`config.mk`:
```
export PLATFORM = sky130hd
export DESIGN_NAME = dual_priority_log_queue_unit
export DESIGN_NICKNAME = d
export VERILOG_FILES = /design/src/sv/dplq_pkg.sv /design/src/sv/dplq_front.sv /design/src/sv/dplq_back.sv /design/src/sv/dual_priority_log_queue_unit.sv
export SDC_FILE = /design/constraint.sdc
export NUM_CORES = 2
export LEC_CHECK = 0
export BUFFER_PORTS_ARGS = -buffer_cell sky130_fd_sc_hd__buf_2
export CAP_MARGIN = 20
export CORE_AREA = 2 2 494 496
export CTS_BUF_LIST = sky130_fd_sc_hd__clkbuf_8 sky130_fd_sc_hd__clkbuf_16
export DETAILED_ROUTE_END_ITERATION = 16
export DIE_AREA = 0 0 496 498
export RECOVER_POWER = 50
export SETUP_SLACK_MARGIN = 0.5
export SYNTH_ARGS = -nofsm -noshare
export SYNTH_HDL_FRONTEND = slang
export SYNTH_SLANG_ARGS = --single-unit
```
`constraint.sdc`:
```
create_clock -name clk -period 9.25 [get_ports clk]
set_input_delay 0.925 -clock clk [delete_from_list [all_inputs] [get_ports clk]]
set_output_delay 0.925 -clock clk [all_outputs]
set_load 0.03 [all_outputs]
```
`src/sv/dplq_pkg.sv`:
```
// Shared types and constants for the dual priority log queue.
// Used by dplq_front, dplq_back and dual_priority_log_queue_unit; depends on nothing.
`default_nettype none

package dplq_pkg;

    localparam int WORD_W   = 64;
    localparam int LEN_W    = 16;
    localparam int DEPTH_W  = 5;
    localparam int DROP_W   = 32;
    localparam int DELAY_W  = 8;
    localparam int BATCH_W  = 4;
    localparam int CFG_IDX_W = 2;
    localparam int CFG_DATA_W = 16;

    localparam logic [BATCH_W-1:0] BATCH_SIZE_RST   = 4'd4;
    localparam logic [DELAY_W-1:0] BACKLOG_POLL_RST = 8'd1;
    localparam logic [DELAY_W-1:0] IDLE_POLL_RST    = 8'd20;
    localparam logic [LEN_W-1:0]   MAX_LEN_RST      = 16'd256;

    typedef enum logic [1:0] {
        OP_PUSH_RECORD  = 2'd0,
        OP_PUSH_MESSAGE = 2'd1,
        OP_BATCH_DRAIN  = 2'd2,
        OP_DRAIN_ALL    = 2'd3
    } op_t;

    typedef enum logic [1:0] {
        KIND_PUSH_STATUS = 2'd0,
        KIND_RECORD      = 2'd1,
        KIND_MESSAGE     = 2'd2,
        KIND_DONE        = 2'd3
    } kind_t;

    typedef enum logic [CFG_IDX_W-1:0] {
        REG_BATCH_SIZE   = 2'd0,
        REG_BACKLOG_POLL = 2'd1,
        REG_IDLE_POLL    = 2'd2,
        REG_MAX_LEN      = 2'd3
    } cfg_idx_t;

    typedef enum logic {
        BK_IDLE  = 1'b0,
        BK_DRAIN = 1'b1
    } bk_state_t;

    typedef struct packed {
        logic [BATCH_W-1:0] batch_size;
        logic [DELAY_W-1:0] backlog_poll_delay;
        logic [DELAY_W-1:0] idle_poll_delay;
        logic [LEN_W-1:0]   max_message_length;
    } cfg_t;

    typedef struct packed {
        op_t               op;
        logic [WORD_W-1:0] payload;
        logic [LEN_W-1:0]  length;
    } cmd_t;

    typedef struct packed {
        kind_t              kind;
        logic               accepted;
        logic               dropped_oldest;
        logic [WORD_W-1:0]  item_word;
        logic [LEN_W-1:0]   item_length;
        logic [DEPTH_W-1:0] total_depth;
        logic [DEPTH_W-1:0] depth_high_water;
        logic [DROP_W-1:0]  drop_total;
        logic [DELAY_W-1:0] poll_delay;
        logic               last;
    } res_t;

endpackage

`default_nettype wire

```
`src/sv/dplq_front.sv`:
```
// Front end: takes commands, clamps message lengths, holds them in a two-beat queue.
// Depends on dplq_pkg.
`default_nettype none

module dplq_front
(
    input  wire                          clk,
    input  wire                          rst_n,
    input  wire                          start,
    output logic                         busy,
    input  wire  [1:0]                   op,
    input  wire  [dplq_pkg::WORD_W-1:0]  payload,
    input  wire  [dplq_pkg::LEN_W-1:0]   msg_length,
    input  dplq_pkg::cfg_t               cfg,
    output logic                         cmd_valid,
    output dplq_pkg::cmd_t               cmd,
    input  wire                          cmd_pop
);

    dplq_pkg::cmd_t cmd_q [2];
    logic           wr_ptr_reg, wr_ptr_next;
    logic           rd_ptr_reg, rd_ptr_next;
    logic [1:0]     count_reg, count_next;
    logic           push;
    logic           pop;
    dplq_pkg::cmd_t in_cmd;

    assign busy      = (count_reg == 2'd2);
    assign push      = start && !busy;
    assign cmd_valid = (count_reg != 2'd0);
    assign pop       = cmd_pop && cmd_valid;
    assign cmd       = cmd_q[rd_ptr_reg];

    always_comb
    begin
        in_cmd.op      = dplq_pkg::op_t'(op);
        in_cmd.payload = payload;
        // clamp to the configured maximum length
        in_cmd.length  = (msg_length > cfg.max_message_length) ?
                         cfg.max_message_length : msg_length;
    end

    always_comb
    begin
        wr_ptr_next = push ? !wr_ptr_reg : wr_ptr_reg;
        rd_ptr_next = pop ? !rd_ptr_reg : rd_ptr_reg;
        count_next  = count_reg + {1'b0, push} - {1'b0, pop};
    end

    always_ff @(posedge clk or negedge rst_n)
    begin
        if (!rst_n)
        begin
            wr_ptr_reg <= 1'b0;
            rd_ptr_reg <= 1'b0;
            count_reg  <= 2'd0;
        end
        else
        begin
            wr_ptr_reg <= wr_ptr_next;
            rd_ptr_reg <= rd_ptr_next;
            count_reg  <= count_next;
        end
    end

    always_ff @(posedge clk)
    begin
        if (push)
        begin
            cmd_q[wr_ptr_reg] <= in_cmd;
        end
    end

`ifndef NO_ASSERTIONS
    a_count_range: assert property (@(posedge clk) disable iff (!rst_n)
        count_reg != 2'd3)
        else $error("command queue count out of range");

    a_busy_holds: assert property (@(posedge clk) disable iff (!rst_n)
        busy && !cmd_pop |=> busy)
        else $error("queue emptied without a pop");

    a_pop_drains: assert property (@(posedge clk) disable iff (!rst_n)
        cmd_valid && cmd_pop && !start && count_reg == 2'd1 |=> !cmd_valid)
        else $error("pop of last entry left queue non-empty");
`endif

endmodule

`default_nettype wire

```
`src/sv/dplq_back.sv`:
```
// Back end: the record and message ring queues and the drain sequencer.
// Depends on dplq_pkg; fed by dplq_front.
`default_nettype none

module dplq_back
#(
    parameter int RECORD_DEPTH  = 8,
    parameter int MESSAGE_DEPTH = 8,
    parameter int RECORD_BITS   = 64
)
(
    input  wire                 clk,
    input  wire                 rst_n,
    input  dplq_pkg::cfg_t      cfg,
    input  wire                 cmd_valid,
    input  dplq_pkg::cmd_t      cmd,
    output logic                cmd_pop,
    output logic                res_valid,
    output dplq_pkg::res_t      res
);

    localparam int RPTR_W = (RECORD_DEPTH > 1) ? $clog2(RECORD_DEPTH) : 1;
    localparam int MPTR_W = (MESSAGE_DEPTH > 1) ? $clog2(MESSAGE_DEPTH) : 1;
    localparam int RCNT_W = $clog2(RECORD_DEPTH + 1);
    localparam int MCNT_W = $clog2(MESSAGE_DEPTH + 1);
    localparam int TOT_W  = $clog2(RECORD_DEPTH + MESSAGE_DEPTH + 1);
    localparam int CMP_W  = (TOT_W > dplq_pkg::BATCH_W) ? TOT_W : dplq_pkg::BATCH_W;

    logic [RECORD_BITS-1:0]       rec_mem [RECORD_DEPTH];
    logic [dplq_pkg::WORD_W-1:0]  msg_hdl_mem [MESSAGE_DEPTH];
    logic [dplq_pkg::LEN_W-1:0]   msg_len_mem [MESSAGE_DEPTH];

    dplq_pkg::bk_state_t          state_reg, state_next;
    logic [RPTR_W-1:0]            rec_rd_ptr_reg, rec_rd_ptr_next;
    logic [RPTR_W-1:0]            rec_wr_ptr_reg, rec_wr_ptr_next;
    logic [RCNT_W-1:0]            rec_count_reg, rec_count_next;
    logic [MPTR_W-1:0]            msg_rd_ptr_reg, msg_rd_ptr_next;
    logic [MPTR_W-1:0]            msg_wr_ptr_reg, msg_wr_ptr_next;
    logic [MCNT_W-1:0]            msg_count_reg, msg_count_next;
    logic [TOT_W-1:0]             hwm_reg, hwm_next;
    logic [dplq_pkg::DROP_W-1:0]  drop_reg, drop_next;
    logic [TOT_W-1:0]             remain_reg, remain_next;
    logic [TOT_W-1:0]             final_depth_reg, final_depth_next;
    logic [dplq_pkg::DELAY_W-1:0] poll_reg, poll_next;
    logic                         res_valid_reg, res_valid_next;
    dplq_pkg::res_t               res_reg, res_next;
    logic [dplq_pkg::WORD_W-1:0]  pop_word_reg;
    logic [dplq_pkg::LEN_W-1:0]   pop_len_reg;

    logic                         rec_wr_en;
    logic                         msg_wr_en;
    logic                         rec_rd_en;
    logic                         msg_rd_en;
    logic                         rec_full;
    logic                         msg_full;
    logic [TOT_W-1:0]             depth;
    logic [TOT_W-1:0]             new_depth;
    logic                         batch_fills;
    logic [TOT_W-1:0]             budget;

    function automatic logic [RPTR_W-1:0] rec_adv(input logic [RPTR_W-1:0] p);
        return (p == RPTR_W'(RECORD_DEPTH - 1)) ? '0 : p + 1'b1;
    endfunction

    function automatic logic [MPTR_W-1:0] msg_adv(input logic [MPTR_W-1:0] p);
        return (p == MPTR_W'(MESSAGE_DEPTH - 1)) ? '0 : p + 1'b1;
    endfunction

    assign rec_full    = (rec_count_reg == RCNT_W'(RECORD_DEPTH));
    assign msg_full    = (msg_count_reg == MCNT_W'(MESSAGE_DEPTH));
    assign depth       = TOT_W'(rec_count_reg) + TOT_W'(msg_count_reg);
    assign batch_fills = (CMP_W'(cfg.batch_size) <= CMP_W'(depth));
    assign budget      = batch_fills ? TOT_W'(cfg.batch_size) : depth;
    assign cmd_pop     = (state_reg == dplq_pkg::BK_IDLE) && cmd_valid;
    assign res_valid   = res_valid_reg;

    // popped job data comes from the registered store read
    always_comb
    begin
        res             = res_reg;
        res.item_word   = pop_word_reg;
        res.item_length = pop_len_reg;
    end

    // next state
    always_comb
    begin
        state_next = state_reg;
        unique case (state_reg)
            dplq_pkg::BK_IDLE:
            begin
                if (cmd_valid && (cmd.op == dplq_pkg::OP_BATCH_DRAIN ||
                                  cmd.op == dplq_pkg::OP_DRAIN_ALL))
                begin
                    state_next = dplq_pkg::BK_DRAIN;
                end
            end
            dplq_pkg::BK_DRAIN:
            begin
                if (remain_reg == '0)
                begin
                    state_next = dplq_pkg::BK_IDLE;
                end
            end
            default: state_next = dplq_pkg::BK_IDLE;
        endcase
    end

    // datapath and result beat
    always_comb
    begin
        rec_rd_ptr_next  = rec_rd_ptr_reg;
        rec_wr_ptr_next  = rec_wr_ptr_reg;
        rec_count_next   = rec_count_reg;
        msg_rd_ptr_next  = msg_rd_ptr_reg;
        msg_wr_ptr_next  = msg_wr_ptr_reg;
        msg_count_next   = msg_count_reg;
        hwm_next         = hwm_reg;
        drop_next        = drop_reg;
        remain_next      = remain_reg;
        final_depth_next = final_depth_reg;
        poll_next        = poll_reg;
        rec_wr_en        = 1'b0;
        msg_wr_en        = 1'b0;
        rec_rd_en        = 1'b0;
        msg_rd_en        = 1'b0;
        new_depth        = depth;
        res_valid_next   = 1'b0;
        res_next         = '0;
        res_next.kind    = dplq_pkg::KIND_PUSH_STATUS;

        unique case (state_reg)
            dplq_pkg::BK_IDLE:
            begin
                if (cmd_valid)
                begin
                    unique case (cmd.op)
                        dplq_pkg::OP_PUSH_RECORD:
                        begin
                            if (!rec_full)
                            begin
                                rec_wr_en       = 1'b1;
                                rec_wr_ptr_next = rec_adv(rec_wr_ptr_reg);
                                rec_count_next  = rec_count_reg + 1'b1;
                                new_depth       = depth + 1'b1;
                                res_next.accepted = 1'b1;
                            end
                            hwm_next       = (new_depth > hwm_reg) ? new_depth : hwm_reg;
                            res_valid_next = 1'b1;
                        end
                        dplq_pkg::OP_PUSH_MESSAGE:
                        begin
                            msg_wr_en       = 1'b1;
                            msg_wr_ptr_next = msg_adv(msg_wr_ptr_reg);
                            if (msg_full)
                            begin
                                // drop the oldest to make room
                                msg_rd_ptr_next         = msg_adv(msg_rd_ptr_reg);
                                drop_next               = drop_reg + 1'b1;
                                res_next.dropped_oldest = 1'b1;
                            end
                            else
                            begin
                                msg_count_next    = msg_count_reg + 1'b1;
                                new_depth         = depth + 1'b1;
                                res_next.accepted = 1'b1;
                            end
                            hwm_next       = (new_depth > hwm_reg) ? new_depth : hwm_reg;
                            res_valid_next = 1'b1;
                        end
                        dplq_pkg::OP_BATCH_DRAIN:
                        begin
                            remain_next      = budget;
                            final_depth_next = depth - budget;
                            poll_next        = batch_fills ? cfg.backlog_poll_delay :
                                                             cfg.idle_poll_delay;
                        end
                        dplq_pkg::OP_DRAIN_ALL:
                        begin
                            remain_next      = depth;
                            final_depth_next = '0;
                            poll_next        = '0;
                        end
                        default: ;
                    endcase
                    res_next.total_depth      = dplq_pkg::DEPTH_W'(new_depth);
                    res_next.depth_high_water = dplq_pkg::DEPTH_W'(hwm_next);
                    res_next.drop_total       = drop_next;
                    res_next.last             = 1'b1;
                end
            end
            dplq_pkg::BK_DRAIN:
            begin
                res_valid_next            = 1'b1;
                res_next.total_depth      = dplq_pkg::DEPTH_W'(final_depth_reg);
                res_next.depth_high_water = dplq_pkg::DEPTH_W'(hwm_reg);
                res_next.drop_total       = drop_reg;
                if (remain_reg != '0)
                begin
                    remain_next = remain_reg - 1'b1;
                    // records go out before messages
                    if (rec_count_reg != '0)
                    begin
                        res_next.kind   = dplq_pkg::KIND_RECORD;
                        rec_rd_en       = 1'b1;
                        rec_rd_ptr_next = rec_adv(rec_rd_ptr_reg);
                        rec_count_next  = rec_count_reg - 1'b1;
                    end
                    else
                    begin
                        res_next.kind   = dplq_pkg::KIND_MESSAGE;
                        msg_rd_en       = 1'b1;
                        msg_rd_ptr_next = msg_adv(msg_rd_ptr_reg);
                        msg_count_next  = msg_count_reg - 1'b1;
                    end
                end
                else
                begin
                    res_next.kind       = dplq_pkg::KIND_DONE;
                    res_next.poll_delay = poll_reg;
                    res_next.last       = 1'b1;
                end
            end
            default: ;
        endcase
    end

    always_ff @(posedge clk or negedge rst_n)
    begin
        if (!rst_n)
        begin
            state_reg       <= dplq_pkg::BK_IDLE;
            rec_rd_ptr_reg  <= '0;
            rec_wr_ptr_reg  <= '0;
            rec_count_reg   <= '0;
            msg_rd_ptr_reg  <= '0;
            msg_wr_ptr_reg  <= '0;
            msg_count_reg   <= '0;
            hwm_reg         <= '0;
            drop_reg        <= '0;
            remain_reg      <= '0;
            res_valid_reg   <= 1'b0;
        end
        else
        begin
            state_reg       <= state_next;
            rec_rd_ptr_reg  <= rec_rd_ptr_next;
            rec_wr_ptr_reg  <= rec_wr_ptr_next;
            rec_count_reg   <= rec_count_next;
            msg_rd_ptr_reg  <= msg_rd_ptr_next;
            msg_wr_ptr_reg  <= msg_wr_ptr_next;
            msg_count_reg   <= msg_count_next;
            hwm_reg         <= hwm_next;
            drop_reg        <= drop_next;
            remain_reg      <= remain_next;
            res_valid_reg   <= res_valid_next;
        end
    end

    always_ff @(posedge clk)
    begin
        final_depth_reg <= final_depth_next;
        poll_reg        <= poll_next;
        res_reg         <= res_next;
        if (rec_rd_en)
        begin
            pop_word_reg <= dplq_pkg::WORD_W'(rec_mem[rec_rd_ptr_reg]);
        end
        else if (msg_rd_en)
        begin
            pop_word_reg <= msg_hdl_mem[msg_rd_ptr_reg];
        end
        else
        begin
            pop_word_reg <= '0;
        end
        if (msg_rd_en)
        begin
            pop_len_reg <= msg_len_mem[msg_rd_ptr_reg];
        end
        else
        begin
            pop_len_reg <= '0;
        end
        if (rec_wr_en)
        begin
            rec_mem[rec_wr_ptr_reg] <= cmd.payload[RECORD_BITS-1:0];
        end
        if (msg_wr_en)
        begin
            msg_hdl_mem[msg_wr_ptr_reg] <= cmd.payload;
            msg_len_mem[msg_wr_ptr_reg] <= cmd.length;
        end
    end

`ifndef NO_ASSERTIONS
    a_push_is_last: assert property (@(posedge clk) disable iff (!rst_n)
        res_valid_reg && res_reg.kind == dplq_pkg::KIND_PUSH_STATUS |-> res_reg.last)
        else $error("push status beat not marked last");

    a_pop_not_last: assert property (@(posedge clk) disable iff (!rst_n)
        res_valid_reg && (res_reg.kind == dplq_pkg::KIND_RECORD ||
                          res_reg.kind == dplq_pkg::KIND_MESSAGE) |-> !res_reg.last)
        else $error("popped job beat marked last");

    a_drain_has_jobs: assert property (@(posedge clk) disable iff (!rst_n)
        state_reg == dplq_pkg::BK_DRAIN && remain_reg != '0 |->
        (rec_count_reg != '0 || msg_count_reg != '0))
        else $error("drain budget exceeds queued jobs");

    a_hwm_covers_depth: assert property (@(posedge clk) disable iff (!rst_n)
        hwm_reg >= depth && rec_count_reg <= RCNT_W'(RECORD_DEPTH) &&
        msg_count_reg <= MCNT_W'(MESSAGE_DEPTH))
        else $error("queue counts or high-water mark inconsistent");
`endif

endmodule

`default_nettype wire

```
`src/sv/dual_priority_log_queue_unit.sv`:
```
// Top level of the dual priority log queue: configuration registers and wiring.
// Depends on dplq_pkg, dplq_front and dplq_back.
//
// Usage: drive op, payload and msg_length with start high; the command is taken at
// a rising edge where busy is low. Ops push a record, push a message (length
// clamped, oldest message dropped when full), run a batch drain or drain all.
// Each result beat sits on the result ports for one cycle with result_valid high;
// last marks the final beat of a command. The receiver cannot stall.
// A push status beat passes a queue entry, then the back end's result register.
// Throughput: the back end retires one push per cycle while it is not draining; a
// drain holds it to load the budget, send one beat per job and then a done beat.
// A two-entry command queue in front keeps start open while the back end drains;
// busy rises only when both entries are waiting.
// Configuration: write cfg_data to register cfg_index while cfg_valid is high;
// cfg_ready is always high. Write only when no command is outstanding.
// Reset clears both queues, counters and the high-water mark, and loads the
// default configuration (batch 4, backlog delay 1, idle delay 20, max length 256).
`default_nettype none

module dual_priority_log_queue_unit
#(
    parameter int RECORD_DEPTH  = 8,
    parameter int MESSAGE_DEPTH = 8,
    parameter int RECORD_BITS   = 64
)
(
    input  wire                              clk,
    input  wire                              rst_n,
    input  wire                              start,
    output logic                             busy,
    input  wire  [1:0]                       op,
    input  wire  [dplq_pkg::WORD_W-1:0]      payload,
    input  wire  [dplq_pkg::LEN_W-1:0]       msg_length,
    input  wire                              cfg_valid,
    output logic                             cfg_ready,
    input  wire  [dplq_pkg::CFG_IDX_W-1:0]   cfg_index,
    input  wire  [dplq_pkg::CFG_DATA_W-1:0]  cfg_data,
    output logic                             result_valid,
    output logic [1:0]                       kind,
    output logic                             accepted,
    output logic                             dropped_oldest,
    output logic [dplq_pkg::WORD_W-1:0]      item_word,
    output logic [dplq_pkg::LEN_W-1:0]       item_length,
    output logic [dplq_pkg::DEPTH_W-1:0]     total_depth,
    output logic [dplq_pkg::DEPTH_W-1:0]     depth_high_water,
    output logic [dplq_pkg::DROP_W-1:0]      drop_total,
    output logic [dplq_pkg::DELAY_W-1:0]     poll_delay,
    output logic                             last
);

    dplq_pkg::cfg_t cfg_reg, cfg_next;
    dplq_pkg::cmd_t cmd;
    dplq_pkg::res_t res;
    logic           cmd_valid;
    logic           cmd_pop;

    assign cfg_ready = 1'b1;

    always_comb
    begin
        cfg_next = cfg_reg;
        if (cfg_valid && cfg_ready)
        begin
            unique case (dplq_pkg::cfg_idx_t'(cfg_index))
                dplq_pkg::REG_BATCH_SIZE:
                    cfg_next.batch_size = cfg_data[dplq_pkg::BATCH_W-1:0];
                dplq_pkg::REG_BACKLOG_POLL:
                    cfg_next.backlog_poll_delay = cfg_data[dplq_pkg::DELAY_W-1:0];
                dplq_pkg::REG_IDLE_POLL:
                    cfg_next.idle_poll_delay = cfg_data[dplq_pkg::DELAY_W-1:0];
                dplq_pkg::REG_MAX_LEN:
                    cfg_next.max_message_length = cfg_data[dplq_pkg::LEN_W-1:0];
                default: ;
            endcase
        end
    end

    always_ff @(posedge clk or negedge rst_n)
    begin
        if (!rst_n)
        begin
            cfg_reg.batch_size         <= dplq_pkg::BATCH_SIZE_RST;
            cfg_reg.backlog_poll_delay <= dplq_pkg::BACKLOG_POLL_RST;
            cfg_reg.idle_poll_delay    <= dplq_pkg::IDLE_POLL_RST;
            cfg_reg.max_message_length <= dplq_pkg::MAX_LEN_RST;
        end
        else
        begin
            cfg_reg <= cfg_next;
        end
    end

    dplq_front u_front
    (
        .clk        (clk),
        .rst_n      (rst_n),
        .start      (start),
        .busy       (busy),
        .op         (op),
        .payload    (payload),
        .msg_length (msg_length),
        .cfg        (cfg_reg),
        .cmd_valid  (cmd_valid),
        .cmd        (cmd),
        .cmd_pop    (cmd_pop)
    );

    dplq_back
    #(
        .RECORD_DEPTH  (RECORD_DEPTH),
        .MESSAGE_DEPTH (MESSAGE_DEPTH),
        .RECORD_BITS   (RECORD_BITS)
    )
    u_back
    (
        .clk       (clk),
        .rst_n     (rst_n),
        .cfg       (cfg_reg),
        .cmd_valid (cmd_valid),
        .cmd       (cmd),
        .cmd_pop   (cmd_pop),
        .res_valid (result_valid),
        .res       (res)
    );

    assign kind             = res.kind;
    assign accepted         = res.accepted;
    assign dropped_oldest   = res.dropped_oldest;
    assign item_word        = res.item_word;
    assign item_length      = res.item_length;
    assign total_depth      = res.total_depth;
    assign depth_high_water = res.depth_high_water;
    assign drop_total       = res.drop_total;
    assign poll_delay       = res.poll_delay;
    assign last             = res.last;

endmodule

`default_nettype wire
```
==> results by group <==
Clock network
  • Clk root buf: clkbuf_16
  • Htree depth: 4
  • CTS Buf Count: approximately 170
  • Cts hold-fix bufs: 0
  • TritonCTS Sinks: roughly 1600
  • # Post-CTS Setup Buffers: 0
  • Worst-Skew Late Latency: between 800 and 900 ps
  • CTS clock-pin slew for the worst setup and hold paths: ~60 ps
  • # resized after CTS: 0
  • Clock Path Buffers: 3
  • Clock tree from TritonCTS: yes

Synth
  • Netlist Area Pre-Place: about 60000 um^2
  • Syn Inst Count: about 3000
  • Syn nets: 3173
  • Count of cell types in the netlist: 77
  • Ys Warns: 0
  • Post-synth EDFFs: about 1300
  • Seq cells post-synth: ~1600
  • Register area share after synthesis: 0.753
  • Avg Cell Area, Syn: about 20 um^2
  • Yosys top cell area share: 0.665
  • Synth async-reset ratio: 0.0663
  • Post-synth top area cell: edfxtp_1
  • Synth top area cells: edfxtp_1, mux4_2, dfxtp_1
  • Synth Flop Type: edfxtp_1

STA
  • Setup Skew: ~62 ps
  • Final Slew Violations: 356
  • Minimum clock period: between 5000 and 6000 ps
  • RSZ-0062 raised after global routing: no
  • Final Cycle Share: 0.616
  • Setup TNS: 0 ps
  • Final hold viol count: 0
  • Slew headroom: -1.56
  • Fmax: 0.176 GHz
  • Worst-margin pin slew: a little under 4000 ps
  • Setup violators final: 0

Power
  • Logic pwr share: 0.296
  • Switching part of the total: 0.330
  • Pint: roughly 16 mW
  • Power per cell area: 333 nW/um^2
  • Maximum VDD drop: between 0.0002 and 0.00025 V
  • Leak pwr: about 23 nW
  • Seq pwr share: 0.411
  • Clock Power Share: 0.293
  • Tot Pwr: 23.6 mW
  • P_sw: 7.78 mW

Detailed routing
  • Wire per inst: roughly 22 um
  • Initial DRC count: 2240
  • Post-DR vias/cell: ~4.4
  • Final wirelength: around 150 mm
  • DR DRC count: 0
  • ANT nets after route: 0
  • Drt pass-1 iters: 5
  • Via count: slightly below 30000

Floorplanning
  • Io pins: 242
  • Die boundary width: slightly below 500 um
  • Initial Util: 0.248
  • Die footprint: around 250000 um^2
  • Vert. Die Dim: 498 um
  • FP Rows: roughly 180
  • Core area: approximately 240000 um^2

Status
  • Failing checks: capacitance limit, slew limit
  • Outcome: complete, but fails checks

Worst setup path
  • Buf/Inv on CP: 1
  • Startpoint types: register
  • Kind of cell adding the most delay to the critical path: buffers and inverters
  • Worst Path Required: roughly 9800 ps
  • Cells along the critical path: clkbuf_1 -> mux2_1
  • Critical Path End Type: register
  • Crit path DAT: between 6000 and 7000 ps
  • Worst-path maximum fanout: 51
  • WS Path Type: reg2reg
  • CP max stage cell: clkbuf_1
  • Critical Path Max Stage Delay: around 2800 ps

GRT
  • Global-route wire length before repair: roughly 210 mm
  • Overflow left after global routing: 0
  • GR Util met3: 0.0239
  • Initial antenna violation count: 30
  • Most Crowded Layer GR: met2
  • Grt met2 use: 0.189
  • Pin count of the biggest net entering global routing: roughly 140
  • Vias in the first global route: ~30000
  • Tot GR Track Use: 0.116
  • Met1 Track Usage GR: 0.156

Placed design
  • Routability cong.: 0.768
  • DP Wirelength: 85.8 mm
  • PortBufs: between 200 and 250

Final layout
  • Commonest non-fill, non-tap cell in the layout: edfxtp_1
  • Commonest cells after routing, fill and taps aside: edfxtp_1, mux4_2, clkbuf_1
  • Share of layout cells above drive strength 1: 0.220
  • Area delta synth->final: 18.0%
  • # fillers: about 24000
  • Nets: roughly 3500
  • Top flop regs: u_back.msg_hdl_mem: 512 flops, u_back.rec_mem: 512 flops, u_front.cmd_q: 164 flops

Run
  • Max Cap Viol: 9

Hold path
  • Hold WC Path Type: in2reg
==> power groups by stage <==
stage	registers [mW]	clock network, mW	logic [mW]
after floorplan	9.79	0	4.82
after global placement	9.84	0	7.16
after detailed placement	9.86	0	7.23
after CTS	9.72	7.11	7.26
after global routing	9.80	7.37	7.63
final	9.70	6.90	6.98
==> cells in the mapped netlist, types with 6 or more instances <==
master / number
buf_1: 16
mux4_2: 288
nor2b_1: 6
a21oi_1: 34
mux2i_1: 163
nand2b_1: 11
mux2_2: 140
buf_2: 25
xor2_1: 21
dfrtp_1: 99
clkbuf_1: 92
o31ai_1: 16
and3_1: 13
nand4_1: 13
nor3_1: 23
o22ai_1: 65
a21o_1: 13
o21ai_0: 77
ha_1: 53
nand2_1: 68
edfxtp_1: 1329
dfxtp_1: 135
xnor2_1: 34
a31oi_1: 11
inv_1: 53
and4_1: 6
nor4_1: 6
nor2_1: 85
nand3_1: 26
==> kinds of logic after synthesis <==
kind of cell             count (synthesis)  share of synthesized area
AO/OA/AOI/OAI                          261                     0.0277
XOR/XNOR                                57                    0.00867
adder cells (fa/ha/maj)                 57                     0.0124
buffers and inverters                  191                     0.0129
flip-flops                            1568                      0.753
multiplexers                           591                      0.161
other                                    1                  0.0000625
AND/OR/NAND/NOR                        286                     0.0236
==> cell type report <==
| type | count | area (um^2) | share of cell area |
|---|---|---|---|
| Timing Repair Buffer | 299 | 1420 | 0.0200 |
| Sequential cell | 1568 | 45200 | 0.639 |
| Tap cell | 3202 | 4010 | 0.0566 |
| Antenna cell | 6 | 15.0 | 0.000212 |
| Clock buffer | 192 | 4650 | 0.0656 |
| Multi-Input combinational cell | 1253 | 14100 | 0.200 |
| Inverter | 54 | 203 | 0.00286 |
| Clock inverter | 131 | 1170 | 0.0165 |
==> per-layer routing <==
layer  vias to the layer above  routed length (um)
met5                         -                 103
met4                        16                3650
met3                       250                7110
met2                       772               70100
met1                     15700               64400
li1                      12900                   -
==> worst paths after layout <==
path                                                 start                             endpoint  slack, ps  depth (start not counted)
setup / recovery            u_front.rd_ptr_reg$_DFFE_PN0P_  u_back.msg_hdl_mem[0][38]$_DFFE_PP_       3560                          2
hold / removal                                 payload[56]       u_front.cmd_q[0][72]$_DFFE_PP_        290                          1
setup reg to reg            u_front.rd_ptr_reg$_DFFE_PN0P_  u_back.msg_hdl_mem[0][38]$_DFFE_PP_       3560                          2
hold reg to reg            u_back.drop_reg[31]$_DFFE_PN0P_      u_back.drop_reg[31]$_DFFE_PN0P_        490                          1
max in group asynchronous                            rst_n           u_back.res_valid$_DFF_PN0_       4100                          2
min in group asynchronous                            rst_n       u_back.drop_reg[6]$_DFFE_PN0P_       1380                          1
==> per-stage QoR <==
stage	area (um^2)	setup slack (ps)	hold WS, ps	utilization	cells
6_report	70800	3560	290	0.293	6705
5_1_grt	70800	2980	234	0.293	6701
3_5_place_dp	65300	4490	480	0.270	6374
3_3_place_gp	65300	4500	471	0.270	6374
2_1_floorplan	60000	1820	422	-	3012
4_1_cts	71100	4460	205	0.294	6697
(Power assumes the default switching activity.)
